[config.mk]
export PLATFORM = sky130hd
export DESIGN_NAME = at_response_rx_fifo
export DESIGN_NICKNAME = d
export VERILOG_FILES = /design/src/rtl/core/arf_pkg.sv /design/src/rtl/core/arf_ram.sv /design/src/rtl/core/arf_detect.sv /design/src/rtl/core/at_response_rx_fifo.sv
export SDC_FILE = /design/constraint.sdc
export NUM_CORES = 2
export LEC_CHECK = 0
export BUFFER_PORTS_ARGS = -buffer_cell sky130_fd_sc_hd__buf_2
export CAP_MARGIN = 0
export CORE_AREA = 2 2 463 465
export DETAILED_ROUTE_END_ITERATION = 10
export DIE_AREA = 0 0 465 467
export HOLD_SLACK_MARGIN = 0.02
export PLACE_DENSITY = 0.62
export SLEW_MARGIN = 20
export SYNTH_ARGS = -nofsm -noshare
export SYNTH_HDL_FRONTEND = slang
export SYNTH_HIERARCHICAL = 1
export SYNTH_SLANG_ARGS = --single-unit
[constraint.sdc]
create_clock -name clk -period 5.4 [get_ports clk]
set_clock_uncertainty 0.05 [all_clocks]
set_input_delay 0.54 -clock clk [delete_from_list [all_inputs] [get_ports clk]]
set_output_delay 0.54 -clock clk [all_outputs]
set_load 0.01 [all_outputs]
[src/rtl/core/arf_pkg.sv]
// Shared types and constants for the AT response receive FIFO.
package arf_pkg;

  localparam int BUF_DEPTH = 256;
  localparam int PTR_W     = $clog2(BUF_DEPTH);
  localparam int CNT_W     = (PTR_W + 1 > 8) ? PTR_W + 1 : 8;

  localparam logic [PTR_W-1:0] PTR_LAST = PTR_W'(BUF_DEPTH - 1);
  localparam logic [CNT_W-1:0] CNT_DEPTH = CNT_W'(BUF_DEPTH);

  // Request codes
  localparam logic [2:0] REQ_RX        = 3'd0;
  localparam logic [2:0] REQ_POP       = 3'd1;
  localparam logic [2:0] REQ_CLR_FLAGS = 3'd2;
  localparam logic [2:0] REQ_CLR_BUF   = 3'd3;
  localparam logic [2:0] REQ_FLUSH     = 3'd4;

  // Response result codes
  localparam logic [1:0] RES_NONE  = 2'd0;
  localparam logic [1:0] RES_OK    = 2'd1;
  localparam logic [1:0] RES_ERROR = 2'd2;

  // Characters watched by the terminator detector
  localparam logic [7:0] CH_CR = 8'h0D;
  localparam logic [7:0] CH_LF = 8'h0A;
  localparam logic [7:0] CH_O  = 8'h4F;
  localparam logic [7:0] CH_K  = 8'h4B;
  localparam logic [7:0] CH_E  = 8'h45;
  localparam logic [7:0] CH_R  = 8'h52;

  typedef struct packed {
    logic [2:0] req_type;
    logic [7:0] rx_byte;
  } req_word_t;

  typedef struct packed {
    logic [7:0] read_byte;
    logic       read_valid;
    logic [7:0] fill_count;
    logic       resp_ready;
    logic [1:0] resp_result;
    logic       byte_dropped;
  } rsp_word_t;

  typedef struct packed {
    logic ok;
    logic err;
  } det_hit_t;

endpackage

[src/rtl/core/arf_ram.sv]
// Generic single-clock RAM: one write port, one read port, registered read.
module arf_ram #(
  parameter int WIDTH = 8,
  parameter int DEPTH = 256
) (
  input  logic                     clk,
  input  logic                     we,
  input  logic [$clog2(DEPTH)-1:0] waddr,
  input  logic [WIDTH-1:0]         wdata,
  input  logic                     re,
  input  logic [$clog2(DEPTH)-1:0] raddr,
  output logic [WIDTH-1:0]         rdata
);

  logic [WIDTH-1:0] mem [DEPTH];

  always_ff @(posedge clk) begin
    if (we) begin
      mem[waddr] <= wdata;
    end
    if (re) begin
      rdata <= mem[raddr];
    end
  end

endmodule

[src/rtl/core/arf_detect.sv]
// Terminator detector: tracks CR LF O K CR LF and E R R O R in the byte stream.
module arf_detect
  import arf_pkg::*;
(
  input  logic       clk,
  input  logic       rst,
  input  logic       step,
  input  logic       flush,
  input  logic [7:0] rx_byte,
  output det_hit_t   hit
);

  typedef enum logic [3:0] {
    ST_IDLE, ST_CR1, ST_LF1, ST_O, ST_K, ST_CR2, ST_E, ST_R1, ST_R2, ST_O2
  } det_state_t;

  det_state_t state;
  det_state_t state_next;

  always_comb begin
    state_next = ST_IDLE;
    hit        = '0;
    unique case (state)
      ST_IDLE: begin
        if (rx_byte == CH_CR)      state_next = ST_CR1;
        else if (rx_byte == CH_E)  state_next = ST_E;
      end
      ST_CR1: if (rx_byte == CH_LF) state_next = ST_LF1;
      ST_LF1: begin
        if (rx_byte == CH_O)       state_next = ST_O;
        else if (rx_byte == CH_E)  state_next = ST_E;
        else if (rx_byte == CH_CR) state_next = ST_CR1;
      end
      ST_O:   if (rx_byte == CH_K)  state_next = ST_K;
      ST_K:   if (rx_byte == CH_CR) state_next = ST_CR2;
      ST_CR2: hit.ok = (rx_byte == CH_LF);
      ST_E:   if (rx_byte == CH_R)  state_next = ST_R1;
      ST_R1:  if (rx_byte == CH_R)  state_next = ST_R2;
      ST_R2:  if (rx_byte == CH_O)  state_next = ST_O2;
      ST_O2:  hit.err = (rx_byte == CH_R);
      default: state_next = ST_IDLE;
    endcase
  end

  always_ff @(posedge clk) begin
    if (rst) begin
      state <= ST_IDLE;
    end else if (flush) begin
      state <= ST_IDLE;
    end else if (step) begin
      state <= state_next;
    end
  end

endmodule

[src/rtl/core/at_response_rx_fifo.sv]
// Receive byte FIFO with AT response terminator detection (top level).
// Response: a request word is answered in the cycle after it is accepted.
// Throughput: one word per cycle unless the response stalls; the store's
// single read port and single write port each see at most one access per word.
// Reset: synchronous; clears pointers, detector state, flags and valid bits;
// fill/drop and store contents stay undefined; only written entries are read.
module at_response_rx_fifo
  import arf_pkg::*;
(
  input  logic      clk,
  input  logic      rst,
  input  logic      req_valid,
  output logic      req_ready,
  input  req_word_t req,
  output logic      rsp_valid,
  input  logic      rsp_ready,
  output rsp_word_t rsp
);

  // Pointer and flag state
  logic [PTR_W-1:0] wp;
  logic [PTR_W-1:0] rp;
  logic [PTR_W-1:0] wp_next;
  logic [PTR_W-1:0] rp_next;
  logic [PTR_W-1:0] wp_inc;
  logic [PTR_W-1:0] rp_inc;
  logic             rdy_flag;
  logic             rdy_flag_next;
  logic [1:0]       res_code;
  logic [1:0]       res_code_next;

  // Output register; read data comes straight from the RAM's output register
  logic             pop_hit;
  logic [7:0]       fill_q;
  logic             drop_q;
  logic [7:0]       ram_rdata;

  logic             acc;
  logic             is_rx;
  logic             is_pop;
  logic             is_clr;
  logic             is_flush;
  logic             full;
  logic             empty;
  logic             wr_en;
  logic             rd_en;
  logic [CNT_W-1:0] wp_ext;
  logic [CNT_W-1:0] rp_ext;
  logic [CNT_W-1:0] fill_wide;
  det_hit_t         hit;

  // Advance whenever the output slot is free or being emptied this cycle
  assign req_ready = !rsp_valid || rsp_ready;
  assign acc       = req_valid && req_ready;

  assign is_rx    = (req.req_type == REQ_RX);
  assign is_pop   = (req.req_type == REQ_POP);
  assign is_flush = (req.req_type == REQ_FLUSH);
  assign is_clr   = (req.req_type == REQ_CLR_FLAGS) || (req.req_type == REQ_CLR_BUF) ||
                    is_flush;

  assign wp_inc = (wp == PTR_LAST) ? '0 : wp + 1'b1;
  assign rp_inc = (rp == PTR_LAST) ? '0 : rp + 1'b1;
  assign full   = (wp_inc == rp);
  assign empty  = (wp == rp);

  // Store the byte unless full; pop reads the head entry when not empty
  assign wr_en = acc && is_rx && !full;
  assign rd_en = acc && is_pop && !empty;

  arf_ram #(
    .WIDTH (8),
    .DEPTH (BUF_DEPTH)
  ) u_store (
    .clk   (clk),
    .we    (wr_en),
    .waddr (wp),
    .wdata (req.rx_byte),
    .re    (rd_en),
    .raddr (rp),
    .rdata (ram_rdata)
  );

  arf_detect u_detect (
    .clk     (clk),
    .rst     (rst),
    .step    (acc && is_rx),
    .flush   (acc && is_flush),
    .rx_byte (req.rx_byte),
    .hit     (hit)
  );

  always_comb begin
    wp_next       = wp;
    rp_next       = rp;
    rdy_flag_next = rdy_flag;
    res_code_next = res_code;
    if (wr_en) wp_next = wp_inc;
    if (rd_en) rp_next = rp_inc;
    // Clear buffer and flush drop everything held
    if (req.req_type == REQ_CLR_BUF || is_flush) rp_next = wp;
    priority if (is_clr) begin
      rdy_flag_next = 1'b0;
      res_code_next = RES_NONE;
    end else if (is_rx && hit.ok) begin
      rdy_flag_next = 1'b1;
      res_code_next = RES_OK;
    end else if (is_rx && hit.err) begin
      rdy_flag_next = 1'b1;
      res_code_next = RES_ERROR;
    end else begin
      rdy_flag_next = rdy_flag;
      res_code_next = res_code;
    end
  end

  assign wp_ext    = CNT_W'(wp_next);
  assign rp_ext    = CNT_W'(rp_next);
  assign fill_wide = (wp_ext >= rp_ext) ? wp_ext - rp_ext : wp_ext + CNT_DEPTH - rp_ext;

  always_ff @(posedge clk) begin
    if (rst) begin
      wp        <= '0;
      rp        <= '0;
      rdy_flag  <= 1'b0;
      res_code  <= RES_NONE;
      rsp_valid <= 1'b0;
      pop_hit   <= 1'b0;
    end else begin
      if (acc) begin
        wp       <= wp_next;
        rp       <= rp_next;
        rdy_flag <= rdy_flag_next;
        res_code <= res_code_next;
        pop_hit  <= rd_en;
      end
      if (acc) begin
        rsp_valid <= 1'b1;
      end else if (rsp_ready) begin
        rsp_valid <= 1'b0;
      end
    end
  end

  // Status fields need no reset; they only matter under rsp_valid
  always_ff @(posedge clk) begin
    if (acc) begin
      fill_q <= fill_wide[7:0];
      drop_q <= is_rx && full;
    end
  end

  // Flags are sampled from the state registers, which hold until the next word
  always_comb begin
    rsp.read_byte    = pop_hit ? ram_rdata : 8'h00;
    rsp.read_valid   = pop_hit;
    rsp.fill_count   = fill_q;
    rsp.resp_ready   = rdy_flag;
    rsp.resp_result  = res_code;
    rsp.byte_dropped = drop_q;
  end

  // A pop on a non-empty FIFO must come back with stored data
  assert property (@(posedge clk) disable iff (rst)
    (acc && is_pop && !empty) |=> (rsp_valid && rsp.read_valid))
    else $error("pop on non-empty FIFO returned no data");

  // A receive into a full FIFO is flagged and leaves the count unchanged
  assert property (@(posedge clk) disable iff (rst)
    (acc && is_rx && full) |=> (rsp.byte_dropped && $stable(wp)))
    else $error("byte into full FIFO not dropped");

  // A flush leaves an empty FIFO and no pending response
  assert property (@(posedge clk) disable iff (rst)
    (acc && is_flush) |=> (rsp.fill_count == 8'h00 && !rsp.resp_ready &&
                           rsp.resp_result == RES_NONE))
    else $error("flush left state behind");

  // Read data is only presented for a pop that hit stored data
  assert property (@(posedge clk) disable iff (rst)
    (rsp_valid && !rsp.read_valid) |-> (rsp.read_byte == 8'h00))
    else $error("read byte nonzero without valid pop");

endmodule
==> flow_summary.ini <==
[status]
status = completed

[worst_setup_path]
cp_slowest_cell = dfxtp_1
crit_required_ns = 5.93
slowest_delay_ns = 0.72
worstSetupPathType = register to register
reg2reg_to = fill_q[7]
worstSetupEndpointType = register
worstPathCellList = nand3_2, or3_1, o2111ai_1, and4bb_1, nand3_2, nand2_4, inv_6, mux2i_1, inv_1, ha_1, nor2b_1, o21ai_0, a21boi_0, o21a_1, nor2_1, o21bai_1, a21oi_1, xnor2_1, xnor2_1
timing.rr.start = wp[3]
r2r_setup_slack_ns = 0.86
worstPathMaxFanout = 24
arrival_ns = 5.07
worstRegToRegCells = 19
cp-startpoint = wp[3]
critPathLaunchType = register
crit_path_end = fill_q[7]

[die]
start_util_pct = 38.93
die-width_um = 465
die_h_um = 467
fp.coreArea_mm2 = 0.2117
die_area_mm2 = 0.2172
fp-row-count = 169
ios = 38

[clocking]
post_cts_buffers = 0
clkLatencyLatePin_ns = 0.83
cts_tree = yes
root_buffer = clkbuf_16
h-tree-depth = 4
numCtsBuffers = 198
cts.sinks = 2090
cts.clk_slew.worst_paths_ns = 0.06
cts_buffer_depth = 3

[hold_path]
hold_path_class = primary input to register

[cells_and_area]
nNetsFinal = 4215
finalInstanceArea_mm2 = 0.09249
drive_gt1_share_pct = 22.38
fill_cells = 17890
utilization_pct = 43.70
stdcell_count = 7180
area_growth_pct = 12.25

[detailed_routing]
drt_iter0_drc = 5269
viasPerCell = 5.787
wl_per_cell_um = 28.71
ant_nets = 0
num_vias = 41550
drc = 0
drt-total-wl_um = 206100
dr.pass1.iters = 5

[synthesis]
synth_edf_count = 2065
yosys_register_bits = 2090
ys_seq_area_share_pct = 75.86
synth.distinct_cells = 95
syn_area_mm2 = 0.08240
synthFlopType = edfxtp_1
async_flop_share_pct = 0
syn_nets = 4077
yosysWarnings = 6
synthCells = 4053
syn_area_per_cell_um2 = 20.33

[global_routing]
antenna_found_initial = 7
grt_pass1_wl_um = 297000
grt_max_degree = 187
grtUsageTotal_pct = 18.73
grt_pass1_vias = 41130
grt.overflow.total = 0

[sta]
hold_viol = 0
relSlewSlack_pct = 20.47
worst_pin_slew_ns = 1.190
fin_tns_setup_ns = 0
finalSetupViolations = 0
maxSlewViolCount = 0
timing.final.crit_share_pct = 84.02
grt_setup_unrepaired = no
period_needed_ns = 4.537
fmax_mhz = 220.4

[placed_design]
dp_hpwl_um = 125600
place_congestion = 0.8911
dpl_cell_area_mm2 = 0.08595
dp.cells = 6807
io_buffers = 37

[power_and_ir_drop]
power_mw = 33.17
p_per_area_mw_per_mm2 = 358.6
ir_worst_vdd_mv = 0.3201
power_leakage_nw = 27.51

[flow_run]
cap_violations = 0
==> cells by family after synthesis <==
family	count (synthesis)	share of synthesized area [%]
adders and majority gates	9	0.1367
muxes	597	14.19
xor gates and xnor gates	29	0.3174
buffers and inverters	268	1.986
and+or+nand+nor	608	3.581
AOI/OAI and AO/OA	452	3.921
DFF	2090	75.86
==> where the power goes <==
group / internal, mW / switching, mW / total [mW]
registers: 17.8 / 0.0164 / 17.9
logic: 0.497 / 0.930 / 1.43
clock network: 7.97 / 5.93 / 13.9
total: 26.3 / 6.87 / 33.2
==> sequential cells by signal (all words and copies together), names as in the netlist <==
register / cells
u_store/mem: 2048
rp: 8
res_code: 2
rsp_valid: 1
pop_hit: 1
drop_q: 1
fill_q: 8
rdy_flag: 1
wp: 8
u_detect/state: 4
u_store/rdata: 8
==> critical path: cells and delay by family, from the launching register on <==
family,cells,cell delay [ns]
compound gates,6,0.94
buf+inv,2,0.29
flops,1,0.72
simple gates,7,1.48
xor+xnor,2,0.23
mux,1,0.27
fa+ha+maj,1,0.32
==> final cells by class <==
| class | count | area [µm²] | area share (%) |
|---|---|---|---|
| Sequential cell | 2090 | 62530 | 67.60 |
| Multi-Input combinational cell | 1695 | 18310 | 19.80 |
| Clock buffer | 251 | 5320 | 5.752 |
| Tap cell | 2821 | 3530 | 3.816 |
| Timing Repair Buffer | 189 | 1575 | 1.703 |
| Clock inverter | 115 | 1157 | 1.251 |
| Inverter | 17 | 68.82 | 0.07440 |
| Antenna cell | 2 | 5.005 | 0.005411 |
==> cell usage in the layout (no fill, tap or decap), drive strengths merged, types with 16 or more instances in the layout <==
| cell | n |
|---|---|
| buf | 182 |
| dfxtp | 25 |
| mux2i | 139 |
| a211oi | 23 |
| o21ai | 25 |
| o22ai | 29 |
| o221ai | 48 |
| mux4 | 456 |
| nor2b | 40 |
| xnor2 | 18 |
| inv | 23 |
| nand2b | 17 |
| a21oi | 113 |
| clkbuf | 254 |
| nand3 | 43 |
| nor3 | 36 |
| nor4 | 31 |
| nand4 | 16 |
| nand2 | 50 |
| clkinv | 80 |
| edfxtp | 2065 |
| nor2 | 315 |
| bufinv | 21 |
| a22oi | 134 |
==> cell usage after synthesis (18+ instances only) <==
master       n  area (µm²)
a211oi_1    21       157.7
a21oi_1    113       565.5
a22oi_1    134        1006
buf_1       22       82.58
buf_2       36       180.2
buf_4       31       232.7
buf_6       25       281.5
clkbuf_1   116       435.4
dfxtp_1     25       500.5
edfxtp_1  2065       62010
mux2i_1    139        1391
mux4_2     454       10220
nand2_1     48       180.2
nand3_1     41       205.2
nor2_1     314        1179
nor2b_1     40       250.2
nor3_1      35       175.2
nor4_1      26       162.7
o21ai_0     22       110.1
o221ai_1    47       411.6
o22ai_1     29       181.4
xnor2_1     18       157.7
==> routing by layer <==
layer / vias up / part of all wire, % / wire [µm] / GRT usage (%)
li1: 17160 / - / - / -
met1: 22140 / 41 / 84510 / 26.08
met2: 1923 / 48 / 98760 / 29.85
met3: 327 / 7.7 / 15970 / 3.125
met4: 0 / 3.3 / 6878 / 6.695
met5: - / 0 / 0 / 0
==> what timing repair did <==
| action | in CTS | in global routing |
|---|---|---|
| setup endpoints to repair | 0 | 0 |
| hold buffers | 4 | 0 |
| gates resized for setup | 0 | 0 |
| endpoints found under the hold margin | 10 | 0 |
==> worst min-delay path by stage <==
stage / start / to / depth (start not counted)
detailed placement: rdy_flag / rdy_flag / 2
global route: req[4] / u_store/mem[74][4] / 1
finish: req[4] / u_store/mem[74][4] / 1
floorplan: rdy_flag / rdy_flag / 2
CTS: req[9] / rdy_flag / 4
global placement: rdy_flag / rdy_flag / 2
==> metrics by stage <==
step	setup WS, ns	hold slack (ns)
5_1_grt	0.5541	0.07383
2_1_floorplan	1.721	0.3961
6_report	0.8631	0.07256
3_5_place_dp	0.9902	0.4155
4_1_cts	0.9647	0.03607
3_3_place_gp	0.9321	0.4083
Note: power is estimated with default switching activity, not from simulation.
